## config.mk

```make
export PLATFORM = sky130hd
export DESIGN_NAME = sorted_buffer_size_cache
export DESIGN_NICKNAME = d
export VERILOG_FILES = /design/src/rtl/sbsc_pkg.sv /design/src/rtl/sorted_buffer_size_cache.sv
export SDC_FILE = /design/constraint.sdc
export NUM_CORES = 1
export LEC_CHECK = 0
export BUFFER_PORTS_ARGS = -buffer_cell sky130_fd_sc_hd__buf_4
export CELL_PAD_IN_SITES_DETAIL_PLACEMENT = 1
export CELL_PAD_IN_SITES_GLOBAL_PLACEMENT = 1
export CORE_UTILIZATION = 55
export DETAILED_ROUTE_END_ITERATION = 7
export PLACE_DENSITY_LB_ADDON = 0.08
export REMOVE_ABC_BUFFERS = 1
export SLEW_MARGIN = 10
export SYNTH_ARGS = -nofsm -noshare
export SYNTH_HDL_FRONTEND = slang
export SYNTH_SLANG_ARGS = --single-unit
```

## constraint.sdc

```tcl
create_clock -name clk -period 10.9 [get_ports clk]
set_clock_uncertainty 0.2 [all_clocks]
set_input_delay 0 -clock clk [delete_from_list [all_inputs] [get_ports clk]]
set_output_delay 0 -clock clk [all_outputs]
set_load 0.01 [all_outputs]
```

## src/rtl/sbsc_pkg.sv

```systemverilog
// ----------------------------------------------------------------------------
// sbsc_pkg
// shared codes, field widths and sequencer states of the sorted buffer cache
// ----------------------------------------------------------------------------
package sbsc_pkg;

	localparam int unsigned SIZE_W = 31;
	localparam int unsigned ID_W   = 16;

	// operation codes
	localparam logic OP_GET = 1'b0;
	localparam logic OP_PUT = 1'b1;

	typedef enum logic [2:0] {
		ST_IDLE,
		ST_GET_SCAN,
		ST_GET_SHIFT,
		ST_PUT_BACK,
		ST_PUT_HEAD,
		ST_PUT_FWD,
		ST_PUT_PLACE
	} sbsc_state_t;

endpackage

```

## src/rtl/sorted_buffer_size_cache.sv

```systemverilog
// ----------------------------------------------------------------------------
// sorted_buffer_size_cache
// cache of free buffer handles kept in ascending size order, held in one
// synchronous memory and walked one entry per cycle by a small sequencer
// ----------------------------------------------------------------------------
// sequencing: get and put walk the stored entries one per cycle from accept to done;
//   a get or a put into a non-full cache walks at most the entry count, a put into a
//   full cache at most all CACHE_ENTRIES entries
// throughput: one transfer at a time, start is taken whenever busy is low
// reset: arst_n clears the entry count and the sequencer, memory is never read
//   before written; the receiver cannot stall, results hold for the done cycle
// ----------------------------------------------------------------------------
module sorted_buffer_size_cache
	import sbsc_pkg::*;
#(
	parameter int unsigned CACHE_ENTRIES = 8,
	parameter int unsigned HANDLE_BITS   = 16
) (
	input  logic              clk,
	input  logic              arst_n,
	input  logic              start,
	input  logic              operation,
	input  logic [SIZE_W-1:0] size,
	input  logic [ID_W-1:0]   buffer_id,
	output logic              busy,
	output logic              done,
	output logic              hit,
	output logic [ID_W-1:0]   found_id,
	output logic [SIZE_W-1:0] found_size,
	output logic              must_free,
	output logic [ID_W-1:0]   freed_id
);

	// index and count widths
	localparam int unsigned IW = (CACHE_ENTRIES > 1) ? $clog2(CACHE_ENTRIES) : 1;
	localparam int unsigned CW = $clog2(CACHE_ENTRIES + 1);
	localparam int unsigned HW = HANDLE_BITS;
	localparam logic [IW-1:0] LAST_IDX = IW'(CACHE_ENTRIES - 1);
	localparam logic [CW-1:0] FULL_CNT = CW'(CACHE_ENTRIES);

	// entry memory: sizes and handles, one write and one read port
	logic [SIZE_W-1:0] size_mem   [CACHE_ENTRIES];
	logic [HW-1:0]     handle_mem [CACHE_ENTRIES];
	logic [SIZE_W-1:0] rd_size_q;
	logic [HW-1:0]     rd_handle_q;

	// sequencer state
	sbsc_state_t   state_q, state_d;
	logic [IW-1:0] idx_q, idx_d;
	logic [CW-1:0] cnt_q, cnt_d;

	// latched request
	logic [SIZE_W-1:0] size_q;
	logic [HW-1:0]     id_q;

	// result registers
	logic              done_q;
	logic              hit_q;
	logic [ID_W-1:0]   found_id_q;
	logic [SIZE_W-1:0] found_size_q;
	logic              must_free_q;
	logic [ID_W-1:0]   freed_id_q;

	// memory access controls
	logic          rd_en;
	logic [IW-1:0] rd_addr;
	logic          wr_en;
	logic [IW-1:0] wr_addr;
	logic          wr_new;      // write the latched request, else the read data
	logic          fin;         // result is complete this cycle
	logic          ld_hit;      // get found an entry that fits
	logic          ld_reject;   // full put, offered buffer is too small
	logic          ld_evict;    // full put, smallest entry leaves
	logic          accept;
	logic [IW-1:0] last_idx;

	assign accept   = start && (state_q == ST_IDLE);
	assign busy     = (state_q != ST_IDLE);
	assign last_idx = IW'(cnt_q - CW'(1));

	// memory: write then registered read, never the same entry in one cycle
	always_ff @(posedge clk) begin
		if (wr_en) begin
			size_mem[wr_addr]   <= wr_new ? size_q : rd_size_q;
			handle_mem[wr_addr] <= wr_new ? id_q : rd_handle_q;
		end
		if (rd_en) begin
			rd_size_q   <= size_mem[rd_addr];
			rd_handle_q <= handle_mem[rd_addr];
		end
	end

	// next state and memory controls
	always_comb begin
		state_d   = state_q;
		idx_d     = idx_q;
		cnt_d     = cnt_q;
		rd_en     = 1'b0;
		rd_addr   = idx_q;
		wr_en     = 1'b0;
		wr_addr   = idx_q;
		wr_new    = 1'b0;
		fin       = 1'b0;
		ld_hit    = 1'b0;
		ld_reject = 1'b0;
		ld_evict  = 1'b0;
		case (state_q)
			ST_IDLE: begin
				if (start) begin
					case (operation)
						OP_GET: begin
							if (cnt_q == '0) begin
								// empty cache: immediate miss
								fin = 1'b1;
							end else begin
								rd_en   = 1'b1;
								rd_addr = '0;
								idx_d   = '0;
								state_d = ST_GET_SCAN;
							end
						end
						default: begin
							if (cnt_q == FULL_CNT) begin
								rd_en   = 1'b1;
								rd_addr = '0;
								idx_d   = '0;
								state_d = ST_PUT_HEAD;
							end else if (cnt_q == '0) begin
								idx_d   = '0;
								state_d = ST_PUT_PLACE;
							end else begin
								// walk back from the last entry
								rd_en   = 1'b1;
								rd_addr = last_idx;
								idx_d   = last_idx;
								state_d = ST_PUT_BACK;
							end
						end
					endcase
				end
			end
			ST_GET_SCAN: begin
				if (size_q <= rd_size_q) begin
					ld_hit = 1'b1;
					if (idx_q == last_idx) begin
						cnt_d   = cnt_q - CW'(1);
						fin     = 1'b1;
						state_d = ST_IDLE;
					end else begin
						rd_en   = 1'b1;
						rd_addr = idx_q + IW'(1);
						idx_d   = idx_q + IW'(1);
						state_d = ST_GET_SHIFT;
					end
				end else if (idx_q == last_idx) begin
					fin     = 1'b1;
					state_d = ST_IDLE;
				end else begin
					rd_en   = 1'b1;
					rd_addr = idx_q + IW'(1);
					idx_d   = idx_q + IW'(1);
				end
			end
			ST_GET_SHIFT: begin
				// close the gap: move entry down by one
				wr_en   = 1'b1;
				wr_addr = idx_q - IW'(1);
				if (idx_q == last_idx) begin
					cnt_d   = cnt_q - CW'(1);
					fin     = 1'b1;
					state_d = ST_IDLE;
				end else begin
					rd_en   = 1'b1;
					rd_addr = idx_q + IW'(1);
					idx_d   = idx_q + IW'(1);
				end
			end
			ST_PUT_BACK: begin
				wr_en   = 1'b1;
				wr_addr = idx_q + IW'(1);
				if (rd_size_q < size_q) begin
					// slot found above a smaller entry
					wr_new  = 1'b1;
					cnt_d   = cnt_q + CW'(1);
					fin     = 1'b1;
					state_d = ST_IDLE;
				end else if (idx_q == '0) begin
					state_d = ST_PUT_PLACE;
				end else begin
					rd_en   = 1'b1;
					rd_addr = idx_q - IW'(1);
					idx_d   = idx_q - IW'(1);
				end
			end
			ST_PUT_HEAD: begin
				if (rd_size_q > size_q) begin
					ld_reject = 1'b1;
					fin       = 1'b1;
					state_d   = ST_IDLE;
				end else begin
					ld_evict = 1'b1;
					if (LAST_IDX == '0) begin
						idx_d   = '0;
						state_d = ST_PUT_PLACE;
					end else begin
						rd_en   = 1'b1;
						rd_addr = IW'(1);
						idx_d   = IW'(1);
						state_d = ST_PUT_FWD;
					end
				end
			end
			ST_PUT_FWD: begin
				// evicted head: move smaller entries down until the new one fits
				wr_en   = 1'b1;
				wr_addr = idx_q - IW'(1);
				if (rd_size_q < size_q) begin
					if (idx_q == LAST_IDX) begin
						state_d = ST_PUT_PLACE;
					end else begin
						rd_en   = 1'b1;
						rd_addr = idx_q + IW'(1);
						idx_d   = idx_q + IW'(1);
					end
				end else begin
					wr_new  = 1'b1;
					fin     = 1'b1;
					state_d = ST_IDLE;
				end
			end
			ST_PUT_PLACE: begin
				wr_en   = 1'b1;
				wr_addr = idx_q;
				wr_new  = 1'b1;
				if (cnt_q != FULL_CNT) begin
					cnt_d = cnt_q + CW'(1);
				end
				fin     = 1'b1;
				state_d = ST_IDLE;
			end
			default: begin
				state_d = ST_IDLE;
			end
		endcase
	end

	// control registers
	always_ff @(posedge clk or negedge arst_n) begin
		if (!arst_n) begin
			state_q <= ST_IDLE;
			cnt_q   <= '0;
			idx_q   <= '0;
			done_q  <= 1'b0;
		end else begin
			state_q <= state_d;
			cnt_q   <= cnt_d;
			idx_q   <= idx_d;
			done_q  <= fin;
		end
	end

	// request latch and result fields
	always_ff @(posedge clk) begin
		if (accept) begin
			size_q       <= size;
			id_q         <= HW'(32'(buffer_id));
			hit_q        <= 1'b0;
			found_id_q   <= '0;
			found_size_q <= '0;
			must_free_q  <= 1'b0;
			freed_id_q   <= '0;
		end
		if (ld_hit) begin
			hit_q        <= 1'b1;
			found_id_q   <= ID_W'(32'(rd_handle_q));
			found_size_q <= rd_size_q;
		end
		if (ld_reject) begin
			must_free_q <= 1'b1;
			freed_id_q  <= ID_W'(32'(id_q));
		end
		if (ld_evict) begin
			must_free_q <= 1'b1;
			freed_id_q  <= ID_W'(32'(rd_handle_q));
		end
	end

	assign done       = done_q;
	assign hit        = hit_q;
	assign found_id   = found_id_q;
	assign found_size = found_size_q;
	assign must_free  = must_free_q;
	assign freed_id   = freed_id_q;

endmodule

```

Word-level counts from Yosys, hierarchy flattened
Memory sizes are Yosys's and may differ from the RTL's. A register that Yosys moved wholly into a read port is not among the register bits.
Cells that the tools add are included.

word-level totals
  register bits after elaboration = 123
  latch bits = 0
  memory bits (writable) = 376
  ROM bits = 0
  input port bits = 51
  output and inout port bits = 67
  logic and storage cells = 125
  memories = 2

operators by class
  $add $sub $neg = 4
  $mul = 0
  divide/modulo/power cells = 0
  order comparisons = 3
  equality and inequality tests = 17
  shifts and indexed selects = 0
  mux-type cells = 72
  bitwise logic cells = 0
  reduce and logical (&&, ||, !) cells = 16

memories
  name        words  bits a word  read ports  clocked after memory_dff  wr ports  RTL line                        source
  size_mem    8      31           1           1                         1         sorted_buffer_size_cache.sv:42  logic [SIZE_W-1:0] size_mem [CACHE_ENTRIES];
  handle_mem  8      16           1           1                         1         sorted_buffer_size_cache.sv:43  logic [HW-1:0] handle_mem [CACHE_ENTRIES];

operators with widths
  kind                                                 count
  two-way mux 31 bit                                   3
  two-way mux 3 bit                                    27
  two-way mux 16 bit                                   5
  greater-than comparator 31 bit                       1
  <= comparator 31 bit                                 1
  less-than comparator 31 bit                          1
  case mux 3 bit (5 select lines)                      2
  two-way mux 1 bit                                    24
  case mux 3 bit (6 select lines)                      1
  two-way mux 4 bit                                    4
  case mux 4 bit (4 select lines)                      1
  equality test 3 bit, second input constant           4
  inequality test 3 bit, second input constant         3
  inequality test 2 bit, second input constant         4
  AND reduction 4 bit                                  2
  equality test 3 x 2 -> 1 bit, second input constant  2
  logical NOT 3 bit                                    2
  case mux 1 bit (6 select lines)                      1
  case mux 3 bit (2 select lines)                      1
  nonzero test 3 bit                                   2
  OR reduction 2 bit                                   3
  case mux 1 bit (5 select lines)                      1
  nonzero test 5 bit                                   1
  adder 4 x 1 -> 4 bit, second input constant          1
  other kinds (15)                                     15

Logic depth before layout (Yosys ltp)
Gate-level depths: netlist (run 1).

  word-level depth = 6
  depth in mapped cells = 17
  mapped depth without buffers = 12

Worst setup path before layout (run 1)
No wires, ideal clock.

  kind = register to register
  start = register idx_q[1]
  end = memory handle_mem[5][0] in the netlist's numbering (enable)
  setup time = 456 ps
  arrival = 3814 ps
  required time = 10244 ps
  slack = 6430 ps
  cell stages (with the launch flop) = 9
  buffers on the path = 1
  clock period less this slack = 4470 ps
  cells stage by stage = dfrtp_1 clkinv_1 ha_1 clkbuf_1 inv_1 o32ai_1 nand2_1 o21ai_0 nor2b_1

on the way
  word-level cells in the longest chain between the ends = 2
  elaborated cells on any way between the ends = 3
  those cells by class = 2 x add/sub; 1 x mux

RTL lines
  what                                                                      RTL line                                                                                           source
  start: declaration                                                        sorted_buffer_size_cache.sv:49                                                                     logic [IW-1:0] idx_q, idx_d;
  start signal: assignment                                                  sorted_buffer_size_cache.sv:257                                                                    idx_q <= idx_d;
  subtractor 3 x 1 -> 3 bit / adder 3 x 1 -> 3 bit (equally long branches)  sorted_buffer_size_cache.sv:167, sorted_buffer_size_cache.sv:216, sorted_buffer_size_cache.sv:180
  case mux 3 bit (2 select lines) *                                         sorted_buffer_size_cache.sv:107                                                                    case (state_q)
  end: declaration                                                          sorted_buffer_size_cache.sv:43

Every way passes the cells marked *; elsewhere a longest branch is shown, timed or not.

Worst setup path after layout (run 1)
  start = register state_q[1]
  end = register rd_size_q[16], read port of size_mem (data pin)

on the way
  word-level cells in the longest chain between the ends = 3
  elaborated cells on any way between the ends = 9
  those cells by class = 5 x eq/ne; 2 x mux; 2 x reduce/logical

RTL lines
  what                                                                                       RTL line                         source
  start: declaration                                                                         sorted_buffer_size_cache.sv:48   sbsc_state_t state_q, state_d;
  start signal: assignment                                                                   sorted_buffer_size_cache.sv:255  state_q <= state_d;
  equality test 3 x 2 -> 1 bit / equality test 3 x 1 -> 1 bit (equally long branches)        sorted_buffer_size_cache.sv:107
  OR reduction 2 bit (no line)                                                               --
  case mux 3 bit (5 select lines) / case mux 1 bit (5 select lines) (equally long branches)  sorted_buffer_size_cache.sv:107
  end: declaration                                                                           sorted_buffer_size_cache.sv:44   logic [SIZE_W-1:0] rd_size_q;

Parallel ways exist; a longest one is shown, timed or not.
A chain may end at the register's enable or synchronous reset.

==> results_dict.tcl, run 1 <==
set metrics [dict create \
    post_route_cells_drive_above_1_share 0.152 \
    worstMarginPinSlew_ns 1.33 \
    clkSinkCount 546 \
    dieArea_um2 46000 \
    clkTransAtPathRegs_ns 0.07 \
    fp-row-count 77 \
    ys_async_sr_fraction 0.0201 \
    worst_slack_ns 4.35 \
    syn_area_per_cell_um2 13.0 \
    yosysSeqAreaShare 0.657 \
    grt_pass1_vias 19400 \
    dp_worst_setup_slack_ns 4.48 \
    final_common_cell "edfxtp_1" \
    num_antenna_cells 0 \
    synth_cells 1911 \
    dp_hpwl_mm 41.1 \
    post-route-period-util 0.601 \
    syn-cell-area_um2 24800 \
    cts_hold_buf 99 \
    start_util 0.559 \
    avgRoutedWirePerCell_um 29.4 \
    ys_ff_latch 546 \
    routed_wl_mm 79.1 \
    ant_nets 0 \
    die-width_um 214 \
    dr.first_iter.drc_count 1995 \
    synth-edff-count 533 \
    fp.dieH_um 214 \
    synth.largest_area_cell "edfxtp_1" \
    start_kind "flop" \
    synth-main-ff-cell "edfxtp_1" \
    core_area_um2 44400 \
    yosysWarnings 0 \
    slew_headroom 0.112 \
    mostFrequentLayoutCells "533 x edfxtp_1, 191 x o21ai_0, 142 x buf_4" \
    cp_common_cell "buf_4" \
    drc 0 \
    nNetsFinal 2150 \
    hold_viol_final 0 \
    rsz0062_at_grt "no" \
    met3_length_mm 6.59 \
    path_cells "nor3_2, nand2_1, inv_2, buf_4, nand2_1, nand4_4, buf_4, or2_4, buf_4, a22o_1, o22ai_1, nor4_1" \
    area_growth_pct 15.9 \
    grt_max_degree 94 \
    instances_no_fill 2692 \
    crit_buf_inv 4 \
    dp_cells 2495 \
    fmax_ghz 0.153 \
    status "finished clean" \
    max_stage_delay_ns 0.86 \
    grt_pass1_wl_mm 119 \
    cts_buffers 56 \
    arrival_ns 6.75 \
    vias 18400 \
    clock_path_buffers 3 \
    critPathTopFamily "simple AND/OR/NAND/NOR gates" \
    dr.pass1.iters 5 \
    clkLatencyLatePin_ns 0.63 \
    setup_tns_ns 0 \
    critPathRequiredTime_ns 11.10 \
    htreeDepth 2 \
    cts_resized 0 \
    port_buffers 117 \
    cts_setup_buffers 0 \
    hold_path.class "input port to flop" \
    grt_overflow 0 \
    viasPerCell 6.84 \
    maxSlewViolCount 0 \
    antenna_found_initial 1 \
    clock-root-buffer "clkbuf_16" \
    cts_tree "yes" \
    met1_length_mm 30.5 \
    place_congestion 0.917 \
    dr_wl_met2_mm 39.2 \
    cap_viol_max_count 0 \
    crit_type "flop to flop" \
    path_max_fanout 93 \
    synth_top_area_share 0.644 \
    yosys-top-cells-area "edfxtp_1 64%, o21ai_0 3.8%, a21oi_1 2.8%" \
    top_layer_used "met4" \
    critPathSlowestCell "buf_4" \
    yosysUniqueCellTypes 76 \
    track_usage 0.343 \
    pin_count 118 \
    layout_min_cycle_time_ns 6.55 \
    setup_viol 0 \
    worstSetupEndpointType "flop" \
]
[final timing paths]
| kind | from | endpoint | slack (ns) | depth (start not counted) |
|---|---|---|---|---|
| hold / removal | operation | state_q[2] | 0.16 | 4 |
| setup / recovery | state_q[1] | rd_size_q[16] | 4.35 | 12 |
| min in group asynchronous | arst_n | idx_q[0] | 0.25 | 3 |
| setup reg to reg | state_q[1] | rd_size_q[16] | 4.35 | 12 |
| hold reg to reg | hit | hit | 0.25 | 2 |
| max in group asynchronous | arst_n | cnt_q[1] | 9.88 | 3 |
[synthesized netlist by cell type, drive strengths merged (4+ instances only)]
master	n
edfxtp	533
o21ai	194
a21oi	141
nand2	114
nand3	105
inv	90
clkbuf	81
buf	69
and2	55
a211oi	49
a22o	48
o22ai	48
a221oi	47
a32oi	47
nor4	47
or3	47
ha	39
nor2	26
mux2	18
nor3	13
dfrtp	11
nor2b	9
nand4	7
a21o	5
a311oi	5
xor2	5
nand2b	4
nor3b	4
o32ai	4
xnor2	4
[per-stage QoR]
step,hold WS [ns],util,instance area (um^2)
3_3_place_gp,-0.354,0.586,26000
5_1_grt,0.135,0.648,28800
4_1_cts,0.124,0.648,28800
3_5_place_dp,-0.350,0.586,26000
2_1_floorplan,-0.496,-,24100
6_report,0.158,0.648,28800
[layer usage]
| layer | vias up | GRT usage |
|---|---|---|
| met5 | - | 0 |
| met4 | 0 | 0.127 |
| met3 | 216 | 0.0518 |
| met2 | 1011 | 0.582 |
| met1 | 9440 | 0.449 |
| li1 | 7759 | - |
[layout make-up]
| cell class | instances | area (um^2) |
|---|---|---|
| clock buffer | 65 | 1440 |
| clock inverter | 33 | 329 |
| fill | 4219 | 15600 |
| inverter | 91 | 342 |
| multi-input combinational | 1124 | 7550 |
| sequential | 546 | 16300 |
| tap | 592 | 741 |
| timing repair buffer | 241 | 2060 |
[sequential cells by signal (all words and copies together) (netlist names), 4 cells and up]
name,cells
size_mem,248
size_q,31
rd_handle_q,16
handle_mem,128
freed_id,16
found_id,16
id_q,16
cnt_q,4
rd_size_q,31
found_size,31
[cells by family after synthesis]
kind of cell             after synthesis  share of synthesized area
AND/OR/NAND/NOR                      443                      0.105
buffers and inverters                241                     0.0442
flip-flops                           546                      0.657
XOR/XNOR                              10                    0.00413
adder cells (fa/ha/maj)               39                     0.0196
multiplexers                          18                    0.00816
AO/OA/AOI/OAI                        614                      0.161
[worst min-delay path: stages]
cell           delay (ns)
dlygate4sd3_1        0.53
buf_4                0.16
a311oi_1             0.10
o22ai_1              0.13
Power of run 1 is not shown: default switching activity piles up to over one toggle a cycle in this logic, so the estimate is an artifact.
==> inputs of run 2 (changes only) <==
--- a/config.mk
+++ b/config.mk
@@ -8,7 +8,7 @@
 export BUFFER_PORTS_ARGS = -buffer_cell sky130_fd_sc_hd__buf_4
 export CELL_PAD_IN_SITES_DETAIL_PLACEMENT = 1
 export CELL_PAD_IN_SITES_GLOBAL_PLACEMENT = 1
-export CORE_UTILIZATION = 55
+export CORE_UTILIZATION = 51
 export DETAILED_ROUTE_END_ITERATION = 7
 export PLACE_DENSITY_LB_ADDON = 0.08
 export REMOVE_ABC_BUFFERS = 1
==> constraint.sdc (replaced) <==
create_clock -name clk -period 6.6 [get_ports clk]
set_clock_uncertainty 0.2 [all_clocks]
set_input_delay 0 -clock clk [delete_from_list [all_inputs] [get_ports clk]]
set_output_delay 0 -clock clk [all_outputs]
set_load 0.01 [all_outputs]
==> run 2 against run 1 <==
Critical path depth is 1 lower. Final cell count is 1.6% higher. Non-clock buffer count is 12 higher. Via count is 0.52% lower. Critical path type unchanged.
==> results_dict.tcl, run 2 (synthesis gave the netlist of run 1 again) <==
set metrics [dict create \
    status "finished clean" \
    grt_max_degree 96 \
    met3_usage 0.0413 \
    rsz0062_at_grt "no" \
    clkSinkCount 546 \
    place_congestion 0.838 \
    mostFrequentLayoutCells "533 x edfxtp_1, 191 x o21ai_0, 147 x buf_4" \
    layout_min_cycle_time_ns 5.37 \
    largest_reg_flops 248 \
    fp-row-count 80 \
    avgRoutedWirePerCell_um 29.2 \
    critPathRequiredTime_ns 6.83 \
    r2r_cells 11 \
    worstSetupEndpointType "flop" \
    grtUsageMet1 0.423 \
    clock_path_buffers 3 \
    cap_viol_max_count 0 \
    fmax_ghz 0.186 \
    hold_viol_final 0 \
    post_route_cells_drive_above_1_share 0.158 \
    track_usage 0.322 \
    core_area_um2 47800 \
    slew_headroom 0.265 \
    r2r_start "state_q[2]" \
    drc 0 \
    grt_use_met2 0.549 \
    r2r_slack_ns 1.23 \
    clkLatencyLatePin_ns 0.63 \
    num_antenna_cells 0 \
    dr.pass1.iters 5 \
    dieArea_um2 49600 \
    top_usage_layer "met2" \
    cts_tree "yes" \
    dr.first_iter.drc_count 1596 \
    arrival_ns 5.61 \
    worstMarginPinSlew_ns 1.10 \
    start_kind "flop" \
    crit_start "state_q[2]" \
    dp_cells 2530 \
    start_util 0.519 \
    port_buffers 117 \
    r2r_end "rd_size_q[12]" \
    die-width_um 223 \
    setup_viol 0 \
    instances_no_fill 2736 \
    nNetsFinal 2165 \
    hold_path.class "input port to flop" \
    grt_pass1_wl_mm 119 \
    vias 18300 \
    htreeDepth 2 \
    crit_type "flop to flop" \
    pin_count 118 \
    reg_top3 "size_mem (248), handle_mem (128)" \
    grt_overflow 0 \
    clock-root-buffer "clkbuf_16" \
    cts_buffers 59 \
    endpoint "rd_size_q[12]" \
    fp.dieH_um 223 \
    routed_wl_mm 79.8 \
    maxSlewViolCount 0 \
    post-route-period-util 0.814 \
    largest-register "size_mem" \
    final_common_cell "edfxtp_1" \
    cts_setup_buffers 0 \
    clkTransAtPathRegs_ns 0.06 \
    dp_hpwl_mm 42.8 \
    area_growth_pct 17.1 \
    antenna_found_initial 0 \
    path_max_fanout 48 \
    ant_nets 0 \
    grt_pass1_vias 19100 \
    viasPerCell 6.70 \
]
run 2: worst max-delay path: stages (launching register included):
cell     delay, ns
dfrtp_1       0.72
nor3_2        0.54
nand2_1       0.38
inv_2         0.14
buf_4         0.68
nand2_1       0.26
nand4_4       0.40
or2_4         0.62
buf_4         0.55
a22o_1        0.24
o22ai_1       0.10
nor4_1        0.29
run 2: layer usage:
metal,up-vias,wire length [um]
li1,7802,-
met1,9491,31600
met2,858,40000
met3,179,5790
met4,0,2430
met5,-,0
run 2: what timing repair did:
item,4_1_cts,5_1_grt
resized for setup,0,0
hold endpoints to repair,67,0
hold buffers,99,0
run 2: per-stage QoR:
stage	hold slack [ns]	utilization	area (um^2)	TNS, ns	setup slack [ns]
after CTS	0.0924	0.608	29100	0	1.24
after global routing	0.117	0.608	29100	0	0.904
after detailed placement	-0.347	0.548	26200	0	1.31
after floorplan	-0.496	-	24100	-55.60	-1.49
final	0.110	0.608	29100	0	1.23
after global placement	-0.353	0.548	26200	0	1.47
run 2: how the worst min path moves through the flow:
stage	start	end	slack, ns	cells past startpoint
3_5_place_dp	arst_n	idx_q[0]	-0.35	1
6_report	operation	state_q[1]	0.11	4
5_1_grt	operation	state_q[1]	0.12	4
2_1_floorplan	arst_n	cnt_q[0]	-0.50	0
4_1_cts	operation	state_q[1]	0.09	4
3_3_place_gp	arst_n	idx_q[2]	-0.35	1
run 2: final cells by class:
class | count | area, um^2
tap | 615 | 769
timing repair buffer | 253 | 2230
multi-input combinational | 1124 | 7530
clock inverter | 37 | 322
sequential | 546 | 16300
inverter | 91 | 342
clock buffer | 70 | 1560
fill | 4627 | 18800
Power of run 2 is left out for the same reason.
